**src/rlpg_pkg.sv**
```systemverilog
`default_nettype none

package rlpg_pkg;

	// Shared serial arithmetic widths. The dividend width covers the
	// largest sine depth that the block supports.
	localparam int NUM_W     = 28;
	localparam int DEN_W     = 16;
	localparam int MUL_W     = 17;
	localparam int PROD_W    = 2 * MUL_W;
	localparam int REG_IDX_W = 3;
	localparam int CFG_W     = 16;

	localparam logic [REG_IDX_W-1:0] REG_MODE    = 3'd0;
	localparam logic [REG_IDX_W-1:0] REG_RED     = 3'd1;
	localparam logic [REG_IDX_W-1:0] REG_GREEN   = 3'd2;
	localparam logic [REG_IDX_W-1:0] REG_BLUE    = 3'd3;
	localparam logic [REG_IDX_W-1:0] REG_PARAM_A = 3'd4;
	localparam logic [REG_IDX_W-1:0] REG_PARAM_B = 3'd5;

	localparam logic FUNC_TICK   = 1'b0;
	localparam logic FUNC_REPORT = 1'b1;

	localparam logic [15:0] DEF_PERIOD_MS = 16'd2000;
	localparam logic [15:0] DEF_MIN_PCT   = 16'd20;
	localparam logic [15:0] DEF_FREQ_HZ   = 16'd2;
	localparam logic [15:0] DEF_DUTY_PCT  = 16'd50;
	localparam logic [15:0] PCT_FULL      = 16'd100;
	localparam int          MS_PER_S      = 1000;

	localparam logic [16:0] ONE_Q16  = 17'h10000;
	localparam logic [16:0] HALF_Q16 = 17'h08000;

	typedef enum logic [1:0] {
		MODE_OFF,
		MODE_STATIC,
		MODE_BREATH,
		MODE_BLINK
	} mode_t;

	typedef enum logic [1:0] {
		TX_OK,
		TX_REJECTED,
		TX_TIMEOUT,
		TX_ERROR
	} tx_status_t;

	typedef enum logic [4:0] {
		ST_IDLE,
		ST_DISPATCH,
		ST_BR_TOTAL,
		ST_BR_PHASE,
		ST_BR_AMUL,
		ST_BR_ADIV,
		ST_BR_UDIV,
		ST_BR_INTERP,
		ST_BR_MIN,
		ST_BR_SCALE,
		ST_BR_RED,
		ST_BR_GREEN,
		ST_BR_BLUE,
		ST_BL_CYC,
		ST_BL_ONMUL,
		ST_BL_ONDIV,
		ST_BL_PHASE,
		ST_COMMIT
	} state_t;

	typedef struct packed {
		logic       func;
		logic [1:0] tx_status;
	} item_t;

	typedef struct packed {
		logic [7:0] green_out;
		logic [7:0] red_out;
		logic [7:0] blue_out;
		logic       send;
		logic       reset_channel;
	} result_t;

	typedef struct packed {
		logic             start;
		logic [NUM_W-1:0] num;
		logic [DEN_W-1:0] den;
	} div_req_t;

	typedef struct packed {
		logic             done;
		logic [NUM_W-1:0] quo;
		logic [DEN_W-1:0] rem;
	} div_rsp_t;

	typedef struct packed {
		logic             start;
		logic [MUL_W-1:0] a;
		logic [MUL_W-1:0] b;
	} mul_req_t;

	typedef struct packed {
		logic              done;
		logic [PROD_W-1:0] prod;
	} mul_rsp_t;

	// Quarter wave of the sine in sixteen segments, full scale 65536.
	// Indices past the end read as full scale.
	function automatic logic [16:0] quarter_sine(input logic [4:0] idx);
		logic [16:0] val;
		case (idx)
			5'd0:    val = 17'd0;
			5'd1:    val = 17'd6424;
			5'd2:    val = 17'd12785;
			5'd3:    val = 17'd19024;
			5'd4:    val = 17'd25080;
			5'd5:    val = 17'd30893;
			5'd6:    val = 17'd36410;
			5'd7:    val = 17'd41576;
			5'd8:    val = 17'd46341;
			5'd9:    val = 17'd50660;
			5'd10:   val = 17'd54491;
			5'd11:   val = 17'd57798;
			5'd12:   val = 17'd60547;
			5'd13:   val = 17'd62714;
			5'd14:   val = 17'd64277;
			5'd15:   val = 17'd65220;
			default: val = 17'd65536;
		endcase
		return val;
	endfunction

endpackage

`default_nettype wire

```
**src/rgb_led_pattern_generator.sv**
```systemverilog
`default_nettype none

// RGB LED pattern generator. Each tick item yields one GRB pixel from the
// configured mode (off, static colour, sine breathing or blink) together with
// a send request when the pixel changes, or always in off mode; report items
// count consecutive transmit timeouts and, at the recovery limit, request a
// channel reset with a black pixel. Reports and ticks in off or static mode
// go from the dispatch state straight to the commit state. Breathing and
// blink ticks run through one bit-serial divider (28 steps; five divisions
// for breathing and three for blink) and one bit-serial multiplier (17
// steps; six products for breathing and one for blink). Items are taken one
// at a time; the result register lets the next item be taken while a result
// is still waiting to be collected. The user must write the configuration
// only while the block is idle; the block itself does not enforce this. A
// write of the mode register restarts the phase.
module rgb_led_pattern_generator #(
	parameter int TICK_MS        = 50,
	parameter int RECOVERY_LIMIT = 3,
	parameter int SINE_DEPTH     = 256
) (
	input  wire logic                             clk,
	input  wire logic                             arst_n,
	input  wire logic                             item_valid,
	output logic                                  item_stall,
	input  wire rlpg_pkg::item_t                  item,
	output logic                                  result_valid,
	input  wire logic                             result_stall,
	output rlpg_pkg::result_t                     result,
	input  wire logic                             cfg_we,
	input  wire logic [rlpg_pkg::REG_IDX_W-1:0]   cfg_index,
	input  wire logic [rlpg_pkg::CFG_W-1:0]       cfg_data
);

	localparam int MAX_PERIOD = 65535 / TICK_MS;
	localparam int PH_W       = $clog2(MAX_PERIOD);
	localparam int DEP_W      = $clog2(SINE_DEPTH);
	localparam int CYC_BASE   = rlpg_pkg::MS_PER_S / TICK_MS;

	rlpg_pkg::state_t   state_q, state_d;
	rlpg_pkg::div_req_t div_req;
	rlpg_pkg::div_rsp_t div_rsp;
	rlpg_pkg::mul_req_t mul_req;
	rlpg_pkg::mul_rsp_t mul_rsp;

	// Configuration and architectural state.
	rlpg_pkg::mode_t mode_q;
	logic [7:0]      red_q, green_q, blue_q;
	logic [15:0]     param_a_q, param_b_q;
	logic [PH_W-1:0] phase_q;
	logic [7:0]      pix_g_q, pix_r_q, pix_b_q;
	logic [1:0]      tmo_q;
	logic            issued_q;
	logic            result_valid_q;

	// Per-item working registers.
	rlpg_pkg::item_t            item_q;
	rlpg_pkg::result_t          result_q;
	logic [rlpg_pkg::DEN_W-1:0] per_q;
	logic [rlpg_pkg::NUM_W-1:0] num_q;
	logic [rlpg_pkg::NUM_W-1:0] on_q;
	logic [DEP_W-1:0]           a_q;
	logic                       neg_q;
	logic [4:0]                 i_q;
	logic [9:0]                 f_q;
	logic [16:0]                h_q, m_q, bright_q;
	logic [7:0]                 new_g_q, new_r_q, new_b_q;
	logic                       send_force_q;
	logic                       rst_q;

	// Datapath terms.
	logic [15:0]     period, pct_raw, freq, duty;
	logic [6:0]      min_pct;
	logic [PH_W:0]   phase_inc;
	logic [15:0]     quo16, per_new;
	logic [15:0]     u_val;
	logic [14:0]     w_val, wm_val;
	logic [16:0]     sine_lo, sine_hi, sine_diff, s_val, h_val;
	logic [17:0]     bright_sum;
	logic [1:0]      tmo_next;
	logic            recover;
	logic            unit_done;
	logic            slot_free;
	logic            commit;
	logic            changed;
	logic            lit;

	rlpg_div u_div (
		.clk    (clk),
		.arst_n (arst_n),
		.req    (div_req),
		.rsp    (div_rsp)
	);

	rlpg_mul u_mul (
		.clk    (clk),
		.arst_n (arst_n),
		.req    (mul_req),
		.rsp    (mul_rsp)
	);

	always_comb begin
		period    = (param_a_q == 16'd0) ? rlpg_pkg::DEF_PERIOD_MS : param_a_q;
		pct_raw   = (param_b_q == 16'd0) ? rlpg_pkg::DEF_MIN_PCT : param_b_q;
		min_pct   = (pct_raw > rlpg_pkg::PCT_FULL) ? 7'd100 : pct_raw[6:0];
		freq      = (param_a_q == 16'd0) ? rlpg_pkg::DEF_FREQ_HZ : param_a_q;
		duty      = (param_b_q == 16'd0) ? rlpg_pkg::DEF_DUTY_PCT : param_b_q;
		phase_inc = {1'b0, phase_q} + (PH_W + 1)'(1);

		quo16   = div_rsp.quo[15:0];
		per_new = (quo16 == 16'd0) ? 16'd1 : quo16;

		// Fold the turn fraction onto the first quadrant.
		u_val  = div_rsp.quo[15:0];
		w_val  = {1'b0, u_val[13:0]};
		wm_val = u_val[14] ? (15'd16384 - w_val) : w_val;

		sine_lo   = rlpg_pkg::quarter_sine(i_q);
		sine_hi   = rlpg_pkg::quarter_sine(i_q + 5'd1);
		sine_diff = sine_hi - sine_lo;
		s_val     = sine_lo + mul_rsp.prod[26:10];
		h_val     = neg_q ? (rlpg_pkg::HALF_Q16 - {1'b0, s_val[16:1]})
		                  : (rlpg_pkg::HALF_Q16 + {1'b0, s_val[16:1]});

		bright_sum = {1'b0, m_q} + {1'b0, mul_rsp.prod[32:16]};

		tmo_next = tmo_q + 2'd1;
		recover  = (item_q.func == rlpg_pkg::FUNC_REPORT)
		        && (item_q.tx_status == rlpg_pkg::TX_TIMEOUT)
		        && (tmo_next >= 2'(RECOVERY_LIMIT));

		lit       = rlpg_pkg::NUM_W'(div_rsp.rem) < on_q;
		unit_done = div_rsp.done | mul_rsp.done;
		slot_free = !result_valid_q || !result_stall;
		commit    = (state_q == rlpg_pkg::ST_COMMIT) && slot_free;
		changed   = (new_g_q != pix_g_q) || (new_r_q != pix_r_q) || (new_b_q != pix_b_q);
	end

	always_ff @(posedge clk or negedge arst_n) begin
		if (!arst_n) begin
			state_q <= rlpg_pkg::ST_IDLE;
		end else begin
			state_q <= state_d;
		end
	end

	always_comb begin
		state_d      = state_q;
		div_req      = '0;
		mul_req      = '0;
		item_stall   = (state_q != rlpg_pkg::ST_IDLE);
		case (state_q)
			rlpg_pkg::ST_IDLE: begin
				if (item_valid) begin
					state_d = rlpg_pkg::ST_DISPATCH;
				end
			end
			rlpg_pkg::ST_DISPATCH: begin
				if (item_q.func == rlpg_pkg::FUNC_REPORT) begin
					state_d = rlpg_pkg::ST_COMMIT;
				end else begin
					case (mode_q)
						rlpg_pkg::MODE_BREATH: state_d = rlpg_pkg::ST_BR_TOTAL;
						rlpg_pkg::MODE_BLINK:  state_d = rlpg_pkg::ST_BL_CYC;
						default:               state_d = rlpg_pkg::ST_COMMIT;
					endcase
				end
			end
			rlpg_pkg::ST_BR_TOTAL: begin
				div_req.start = !issued_q;
				div_req.num   = rlpg_pkg::NUM_W'(period);
				div_req.den   = rlpg_pkg::DEN_W'(TICK_MS);
				if (div_rsp.done) state_d = rlpg_pkg::ST_BR_PHASE;
			end
			rlpg_pkg::ST_BR_PHASE: begin
				div_req.start = !issued_q;
				div_req.num   = rlpg_pkg::NUM_W'(phase_inc);
				div_req.den   = per_q;
				if (div_rsp.done) state_d = rlpg_pkg::ST_BR_AMUL;
			end
			rlpg_pkg::ST_BR_AMUL: begin
				mul_req.start = !issued_q;
				mul_req.a     = rlpg_pkg::MUL_W'(phase_q);
				mul_req.b     = rlpg_pkg::MUL_W'(SINE_DEPTH);
				if (mul_rsp.done) state_d = rlpg_pkg::ST_BR_ADIV;
			end
			rlpg_pkg::ST_BR_ADIV: begin
				div_req.start = !issued_q;
				div_req.num   = num_q;
				div_req.den   = per_q;
				if (div_rsp.done) state_d = rlpg_pkg::ST_BR_UDIV;
			end
			rlpg_pkg::ST_BR_UDIV: begin
				div_req.start = !issued_q;
				div_req.num   = rlpg_pkg::NUM_W'({a_q, 16'h0000});
				div_req.den   = rlpg_pkg::DEN_W'(SINE_DEPTH);
				if (div_rsp.done) state_d = rlpg_pkg::ST_BR_INTERP;
			end
			rlpg_pkg::ST_BR_INTERP: begin
				mul_req.start = !issued_q;
				mul_req.a     = sine_diff;
				mul_req.b     = rlpg_pkg::MUL_W'(f_q);
				if (mul_rsp.done) state_d = rlpg_pkg::ST_BR_MIN;
			end
			rlpg_pkg::ST_BR_MIN: begin
				div_req.start = !issued_q;
				div_req.num   = rlpg_pkg::NUM_W'({min_pct, 16'h0000});
				div_req.den   = rlpg_pkg::PCT_FULL;
				if (div_rsp.done) state_d = rlpg_pkg::ST_BR_SCALE;
			end
			rlpg_pkg::ST_BR_SCALE: begin
				mul_req.start = !issued_q;
				mul_req.a     = h_q;
				mul_req.b     = rlpg_pkg::ONE_Q16 - m_q;
				if (mul_rsp.done) state_d = rlpg_pkg::ST_BR_RED;
			end
			rlpg_pkg::ST_BR_RED: begin
				mul_req.start = !issued_q;
				mul_req.a     = rlpg_pkg::MUL_W'(red_q);
				mul_req.b     = bright_q;
				if (mul_rsp.done) state_d = rlpg_pkg::ST_BR_GREEN;
			end
			rlpg_pkg::ST_BR_GREEN: begin
				mul_req.start = !issued_q;
				mul_req.a     = rlpg_pkg::MUL_W'(green_q);
				mul_req.b     = bright_q;
				if (mul_rsp.done) state_d = rlpg_pkg::ST_BR_BLUE;
			end
			rlpg_pkg::ST_BR_BLUE: begin
				mul_req.start = !issued_q;
				mul_req.a     = rlpg_pkg::MUL_W'(blue_q);
				mul_req.b     = bright_q;
				if (mul_rsp.done) state_d = rlpg_pkg::ST_COMMIT;
			end
			rlpg_pkg::ST_BL_CYC: begin
				div_req.start = !issued_q;
				div_req.num   = rlpg_pkg::NUM_W'(CYC_BASE);
				div_req.den   = freq;
				if (div_rsp.done) state_d = rlpg_pkg::ST_BL_ONMUL;
			end
			rlpg_pkg::ST_BL_ONMUL: begin
				mul_req.start = !issued_q;
				mul_req.a     = rlpg_pkg::MUL_W'(per_q);
				mul_req.b     = rlpg_pkg::MUL_W'(duty);
				if (mul_rsp.done) state_d = rlpg_pkg::ST_BL_ONDIV;
			end
			rlpg_pkg::ST_BL_ONDIV: begin
				div_req.start = !issued_q;
				div_req.num   = num_q;
				div_req.den   = rlpg_pkg::PCT_FULL;
				if (div_rsp.done) state_d = rlpg_pkg::ST_BL_PHASE;
			end
			rlpg_pkg::ST_BL_PHASE: begin
				div_req.start = !issued_q;
				div_req.num   = rlpg_pkg::NUM_W'(phase_inc);
				div_req.den   = per_q;
				if (div_rsp.done) state_d = rlpg_pkg::ST_COMMIT;
			end
			rlpg_pkg::ST_COMMIT: begin
				if (slot_free) state_d = rlpg_pkg::ST_IDLE;
			end
			default: begin
				state_d = rlpg_pkg::ST_IDLE;
			end
		endcase
	end

	always_ff @(posedge clk or negedge arst_n) begin
		if (!arst_n) begin
			issued_q       <= 1'b0;
			result_valid_q <= 1'b0;
			mode_q         <= rlpg_pkg::MODE_OFF;
			red_q          <= '0;
			green_q        <= '0;
			blue_q         <= '0;
			param_a_q      <= '0;
			param_b_q      <= '0;
			phase_q        <= '0;
			pix_g_q        <= '0;
			pix_r_q        <= '0;
			pix_b_q        <= '0;
			tmo_q          <= '0;
		end else begin
			issued_q <= (issued_q | div_req.start | mul_req.start) & ~unit_done;

			if (commit) begin
				result_valid_q <= 1'b1;
			end else if (!result_stall) begin
				result_valid_q <= 1'b0;
			end

			if (state_q == rlpg_pkg::ST_DISPATCH) begin
				if (item_q.func == rlpg_pkg::FUNC_REPORT) begin
					if (item_q.tx_status == rlpg_pkg::TX_OK) begin
						tmo_q <= '0;
					end else if (item_q.tx_status == rlpg_pkg::TX_TIMEOUT) begin
						tmo_q <= recover ? 2'd0 : tmo_next;
					end
				end else if (mode_q == rlpg_pkg::MODE_STATIC) begin
					phase_q <= '0;
				end
			end

			if ((state_q == rlpg_pkg::ST_BR_PHASE || state_q == rlpg_pkg::ST_BL_PHASE)
			    && div_rsp.done) begin
				phase_q <= div_rsp.rem[PH_W-1:0];
			end

			if (commit) begin
				pix_g_q <= new_g_q;
				pix_r_q <= new_r_q;
				pix_b_q <= new_b_q;
			end

			if (cfg_we) begin
				case (cfg_index)
					rlpg_pkg::REG_MODE: begin
						mode_q  <= rlpg_pkg::mode_t'(cfg_data[1:0]);
						phase_q <= '0;
					end
					rlpg_pkg::REG_RED:     red_q     <= cfg_data[7:0];
					rlpg_pkg::REG_GREEN:   green_q   <= cfg_data[7:0];
					rlpg_pkg::REG_BLUE:    blue_q    <= cfg_data[7:0];
					rlpg_pkg::REG_PARAM_A: param_a_q <= cfg_data;
					rlpg_pkg::REG_PARAM_B: param_b_q <= cfg_data;
					default: begin
					end
				endcase
			end
		end
	end

	always_ff @(posedge clk) begin
		if (item_valid && !item_stall) begin
			item_q <= item;
		end

		case (state_q)
			rlpg_pkg::ST_DISPATCH: begin
				send_force_q <= 1'b0;
				rst_q        <= 1'b0;
				new_g_q      <= pix_g_q;
				new_r_q      <= pix_r_q;
				new_b_q      <= pix_b_q;
				if (item_q.func == rlpg_pkg::FUNC_REPORT) begin
					if (recover) begin
						send_force_q <= 1'b1;
						rst_q        <= 1'b1;
						new_g_q      <= '0;
						new_r_q      <= '0;
						new_b_q      <= '0;
					end
				end else if (mode_q == rlpg_pkg::MODE_OFF) begin
					send_force_q <= 1'b1;
					new_g_q      <= '0;
					new_r_q      <= '0;
					new_b_q      <= '0;
				end else if (mode_q == rlpg_pkg::MODE_STATIC) begin
					new_g_q <= green_q;
					new_r_q <= red_q;
					new_b_q <= blue_q;
				end
			end
			rlpg_pkg::ST_BR_TOTAL, rlpg_pkg::ST_BL_CYC: begin
				if (div_rsp.done) per_q <= per_new;
			end
			rlpg_pkg::ST_BR_AMUL, rlpg_pkg::ST_BL_ONMUL: begin
				if (mul_rsp.done) num_q <= mul_rsp.prod[rlpg_pkg::NUM_W-1:0];
			end
			rlpg_pkg::ST_BR_ADIV: begin
				if (div_rsp.done) a_q <= div_rsp.quo[DEP_W-1:0];
			end
			rlpg_pkg::ST_BR_UDIV: begin
				if (div_rsp.done) begin
					neg_q <= u_val[15];
					i_q   <= wm_val[14:10];
					f_q   <= wm_val[9:0];
				end
			end
			rlpg_pkg::ST_BR_INTERP: begin
				if (mul_rsp.done) h_q <= h_val;
			end
			rlpg_pkg::ST_BR_MIN: begin
				if (div_rsp.done) m_q <= div_rsp.quo[16:0];
			end
			rlpg_pkg::ST_BR_SCALE: begin
				if (mul_rsp.done) bright_q <= bright_sum[16:0];
			end
			rlpg_pkg::ST_BR_RED: begin
				if (mul_rsp.done) new_r_q <= mul_rsp.prod[23:16];
			end
			rlpg_pkg::ST_BR_GREEN: begin
				if (mul_rsp.done) new_g_q <= mul_rsp.prod[23:16];
			end
			rlpg_pkg::ST_BR_BLUE: begin
				if (mul_rsp.done) new_b_q <= mul_rsp.prod[23:16];
			end
			rlpg_pkg::ST_BL_ONDIV: begin
				if (div_rsp.done) on_q <= div_rsp.quo;
			end
			rlpg_pkg::ST_BL_PHASE: begin
				if (div_rsp.done) begin
					new_g_q <= lit ? green_q : 8'd0;
					new_r_q <= lit ? red_q : 8'd0;
					new_b_q <= lit ? blue_q : 8'd0;
				end
			end
			default: begin
			end
		endcase

		if (commit) begin
			result_q.green_out     <= new_g_q;
			result_q.red_out       <= new_r_q;
			result_q.blue_out      <= new_b_q;
			result_q.send          <= send_force_q | changed;
			result_q.reset_channel <= rst_q;
		end
	end

	assign result_valid = result_valid_q;
	assign result       = result_q;

	a_one_unit: assert property (@(posedge clk) disable iff (!arst_n)
		!(div_rsp.done && mul_rsp.done))
		else $error("divider and multiplier finished in the same cycle");

	a_commit_loads: assert property (@(posedge clk) disable iff (!arst_n)
		commit |=> result_valid_q)
		else $error("committed item did not reach the result register");

	a_recovery_black: assert property (@(posedge clk) disable iff (!arst_n)
		(result_valid_q && result_q.reset_channel) |->
		(result_q.send && result_q.green_out == 8'd0 && result_q.red_out == 8'd0
		 && result_q.blue_out == 8'd0))
		else $error("channel reset without a black refresh");

	a_phase_range: assert property (@(posedge clk) disable iff (!arst_n)
		((state_q == rlpg_pkg::ST_BR_PHASE || state_q == rlpg_pkg::ST_BL_PHASE)
		 && div_rsp.done) |=> (rlpg_pkg::DEN_W'(phase_q) < per_q))
		else $error("phase left outside its period");

	a_timeout_run: assert property (@(posedge clk) disable iff (!arst_n)
		tmo_q < 2'(RECOVERY_LIMIT))
		else $error("timeout run reached the recovery limit");

endmodule

`default_nettype wire

```
**src/rlpg_div.sv**
```systemverilog
`default_nettype none

// Restoring divider, one quotient bit per cycle, dividend MSB first.
module rlpg_div (
	input  wire logic                clk,
	input  wire logic                arst_n,
	input  wire rlpg_pkg::div_req_t  req,
	output rlpg_pkg::div_rsp_t       rsp
);

	localparam int CNT_W = $clog2(rlpg_pkg::NUM_W);

	logic                         busy_q;
	logic                         done_q;
	logic [CNT_W-1:0]             cnt_q;
	logic [rlpg_pkg::NUM_W-1:0]   quo_q;
	logic [rlpg_pkg::DEN_W-1:0]   rem_q;
	logic [rlpg_pkg::DEN_W-1:0]   den_q;
	logic [rlpg_pkg::DEN_W:0]     trial;
	logic [rlpg_pkg::DEN_W:0]     diff;
	logic                         fits;

	always_comb begin
		trial = {rem_q, quo_q[rlpg_pkg::NUM_W-1]};
		diff  = trial - {1'b0, den_q};
		fits  = trial >= {1'b0, den_q};
	end

	always_ff @(posedge clk or negedge arst_n) begin
		if (!arst_n) begin
			busy_q <= 1'b0;
			done_q <= 1'b0;
			cnt_q  <= '0;
		end else begin
			done_q <= 1'b0;
			if (req.start) begin
				busy_q <= 1'b1;
				cnt_q  <= '0;
			end else if (busy_q) begin
				cnt_q <= cnt_q + CNT_W'(1);
				if (cnt_q == CNT_W'(rlpg_pkg::NUM_W - 1)) begin
					busy_q <= 1'b0;
					done_q <= 1'b1;
				end
			end
		end
	end

	always_ff @(posedge clk) begin
		if (req.start) begin
			quo_q <= req.num;
			rem_q <= '0;
			den_q <= req.den;
		end else if (busy_q) begin
			quo_q <= {quo_q[rlpg_pkg::NUM_W-2:0], fits};
			// The partial remainder always stays below a nonzero divisor.
			rem_q <= fits ? diff[rlpg_pkg::DEN_W-1:0] : trial[rlpg_pkg::DEN_W-1:0];
		end
	end

	assign rsp.done = done_q;
	assign rsp.quo  = quo_q;
	assign rsp.rem  = rem_q;

endmodule

`default_nettype wire

```
**src/rlpg_mul.sv**
```systemverilog
`default_nettype none

// Shift-and-add multiplier, one multiplier bit per cycle, LSB first.
module rlpg_mul (
	input  wire logic                clk,
	input  wire logic                arst_n,
	input  wire rlpg_pkg::mul_req_t  req,
	output rlpg_pkg::mul_rsp_t       rsp
);

	localparam int CNT_W = $clog2(rlpg_pkg::MUL_W);

	logic                          busy_q;
	logic                          done_q;
	logic [CNT_W-1:0]              cnt_q;
	logic [rlpg_pkg::PROD_W-1:0]   a_sh_q;
	logic [rlpg_pkg::MUL_W-1:0]    b_q;
	logic [rlpg_pkg::PROD_W-1:0]   acc_q;

	always_ff @(posedge clk or negedge arst_n) begin
		if (!arst_n) begin
			busy_q <= 1'b0;
			done_q <= 1'b0;
			cnt_q  <= '0;
		end else begin
			done_q <= 1'b0;
			if (req.start) begin
				busy_q <= 1'b1;
				cnt_q  <= '0;
			end else if (busy_q) begin
				cnt_q <= cnt_q + CNT_W'(1);
				if (cnt_q == CNT_W'(rlpg_pkg::MUL_W - 1)) begin
					busy_q <= 1'b0;
					done_q <= 1'b1;
				end
			end
		end
	end

	always_ff @(posedge clk) begin
		if (req.start) begin
			a_sh_q <= rlpg_pkg::PROD_W'(req.a);
			b_q    <= req.b;
			acc_q  <= '0;
		end else if (busy_q) begin
			if (b_q[0]) begin
				acc_q <= acc_q + a_sh_q;
			end
			a_sh_q <= a_sh_q << 1;
			b_q    <= b_q >> 1;
		end
	end

	assign rsp.done = done_q;
	assign rsp.prod = acc_q;

endmodule

`default_nettype wire
```
**config.mk**
```make
export PLATFORM = sky130hd
export DESIGN_NAME = rgb_led_pattern_generator
export DESIGN_NICKNAME = d
export VERILOG_FILES = /design/src/rlpg_pkg.sv /design/src/rgb_led_pattern_generator.sv /design/src/rlpg_div.sv /design/src/rlpg_mul.sv
export SDC_FILE = /design/constraint.sdc
export NUM_CORES = 1
export LEC_CHECK = 0
export BUFFER_PORTS_ARGS = -buffer_cell sky130_fd_sc_hd__buf_2
export CAP_MARGIN = 20
export CORE_MARGIN = 10
export CORE_UTILIZATION = 49
export CTS_CLUSTER_DIAMETER = 80
export DETAILED_ROUTE_END_ITERATION = 8
export SLEW_MARGIN = 0
export SYNTH_ARGS = -nofsm -noshare
export SYNTH_HDL_FRONTEND = slang
export SYNTH_HIERARCHICAL = 1
export SYNTH_SLANG_ARGS = --single-unit
```
**constraint.sdc**
```tcl
create_clock -name clk -period 14.3 [get_ports clk]
set_clock_uncertainty 0.2 [all_clocks]
set_input_delay 1.43 -clock clk [delete_from_list [all_inputs] [get_ports clk]]
set_output_delay 1.43 -clock clk [all_outputs]
set_load 0.1 [all_outputs]
```
==> qor.yml <==
status:
  status: "completed"
timing:
  setup_viol: 0
  grt_setup_unrepaired: "no"
  final.setup.tns_ps: 0
  worst_pin_slew_ps: 1150
  slew_headroom_pct: 22.9
  final_max_slew_viol_count: 0
  fin_ws_ps: 8730
  max_freq_ghz: 0.180
  hold_viol: 0
  min_period_ps: 5570
  hold_slack_ps: 221
  period_share_pct: 38.9
finish:
  final_cell_mix: "nand2_1, edfxtp_1, nor2_1"
  fin_nets: 2779
  syn_to_final_growth_pct: 10.4
  final_common_cell: "nand2_1"
  post-route-util_pct: 55.1
  fin_area_um2: 29800
  drive_gt1_share_pct: 13.7
  diodes: 0
cts:
  ctsHoldBuffers: 0
  clock_latency_ps: 620
  clk_pin_slew_worst_paths_ps: 60
  cts_num_sinks: 477
  htreeDepth: 2
  post_cts_resized: 0
  postCtsSetupRepairBufs: 0
  cts_tree: "done"
  cts-root-buf: "clkbuf_16"
  clock_path_buffers: 3
  cts_buffers: 52
yosys:
  ys_warn_count: 6
  avgSynthCellArea_um2: 10.4
  synthCells: 2591
  syn-cell-area_um2: 27000
  syn_nets: 2760
setup_path:
  r2r-start: "i_q[0]"
  crit_arrival_ps: 5730
  crit_path_start: "i_q[0]"
  reg2reg_slack_ps: 8730
  critPathLaunchType: "register"
  required_ps: 14460
  critical_path.max_fanout: 24
  crit_path_end_kind: "register"
  worst-setup-path-type: "register to register"
die:
  start_util_pct: 49.9
  num_io_pins: 55
  dieArea_um2: 64900
  dieHeight_um: 255
  die_w_um: 255
  rows: 85
  coreArea_um2: 54100
routing:
  drc_errors: 0
  wire_per_inst_um: 23.5
  drt_wl_total_um: 78800
  dr.pass1.iters: 8
  ant_nets: 0
  vias: 20600
  drt_iter0_drc: 2036
  avgViaCountPerCell: 6.14
grt:
  antenna_found_initial: 4
  grt_pass1_wl_um: 120000
  grt_max_degree: 67
  grt_use_total_pct: 24.1
  grt_pass1_vias: 19500
  globalRoute.totalOverflow: 0
place:
  place_area_um2: 27900
  post-place-ws_ps: 8770
  numPortBuffers: 54
  gp_congestion: 0.931
  dp_hpwl_um: 57500
power_and_ir_drop:
  power_density_nw_per_um2: 195
  comb_power_share_pct: 34.6
  netSwitchingFraction_pct: 39.4
  power_switching_mw: 2.29
  clock_power_share_pct: 24.6
  p_leak_nw: 11.7
  irDropWorstVdd_uv: 161
  seqPwrFrac_pct: 40.8
  p_int_mw: 3.52
min_path:
  hp-start: "rst_q"
  hold_path.class: "register to register"
job:
  cap_violations: 0
-- cell type report --
class	count	area [µm²]
fillers	4691	24300
multi-input cells	1886	13200
flip-flops and latches	477	12900
clock buffers	75	1600
well taps	696	871
repair buffers	91	558
inverters	102	383
clock inverters	23	245
-- sequential cells by signal, indices dropped and copies added, names as in the netlist, 10 cells and up, named ones only --
signal        count
on_q             28
u_div/rem_q      16
per_q            16
param_b_q        16
u_mul/b_q        17
bright_q         17
h_q              17
param_a_q        16
m_q              17
result           26
u_mul/acc_q      33
u_div/den_q      16
u_mul/a_sh_q     33
num_q            28
f_q              10
u_div/quo_q      28
phase_q          11
-- metal layers --
| layer | part of all wire [%] | vias to the layer above | GRT usage (%) | routed length (µm) |
|---|---|---|---|---|
| li1 | - | 9574 | - | - |
| met1 | 44 | 10200 | 33.0 | 34700 |
| met2 | 46 | 693 | 39.0 | 36400 |
| met3 | 6.6 | 157 | 3.57 | 5220 |
| met4 | 3.1 | 4 | 7.60 | 2440 |
| met5 | 0.039 | - | 0 | 31 |
-- power by group through the flow --
stage	logic [mW]	registers, mW	clock network, mW
finish	2.01	2.37	1.43
global route	2.22	2.40	1.51
CTS	2.00	2.36	1.46
detailed placement	1.99	2.38	0
global placement	1.95	2.38	0
floorplan	1.48	2.26	0
-- through the flow --
step | power, mW | cells
after floorplan | 3.74 | 2591
after global placement | 4.33 | 3249
after detailed placement | 4.37 | 3249
after CTS | 5.82 | 3347
after global routing | 6.13 | 3350
final | 5.81 | 3350
-- critical path: stages (launching register included) --
cell and delay, ps:
edfxtp_1 580, ha_1 360, ha_1 730, nand2b_1 250, nand3_1 90, nand2_1 80
ha_1 180, inv_1 70, fa_1 420, a21o_1 180, a21o_1 230, a2111oi_2 430
o31ai_1 180, o41ai_1 570, o21ai_0 240, xnor2_1 170, o21ai_0 80, mux2_2 280
-- worst paths after layout --
| check | to | cells past startpoint |
|---|---|---|
| setup reg to reg | u_mul/a_sh_q[14] | 17 |
| hold reg to reg | result[0] | 0 |
| min in group asynchronous | u_mul/cnt_q[2] | 1 |
| max in group asynchronous | red_q[4] | 2 |
| setup / recovery | u_mul/a_sh_q[14] | 17 |
| hold / removal | result[0] | 0 |
No activity file was read; power rests on OpenSTA's default activity.
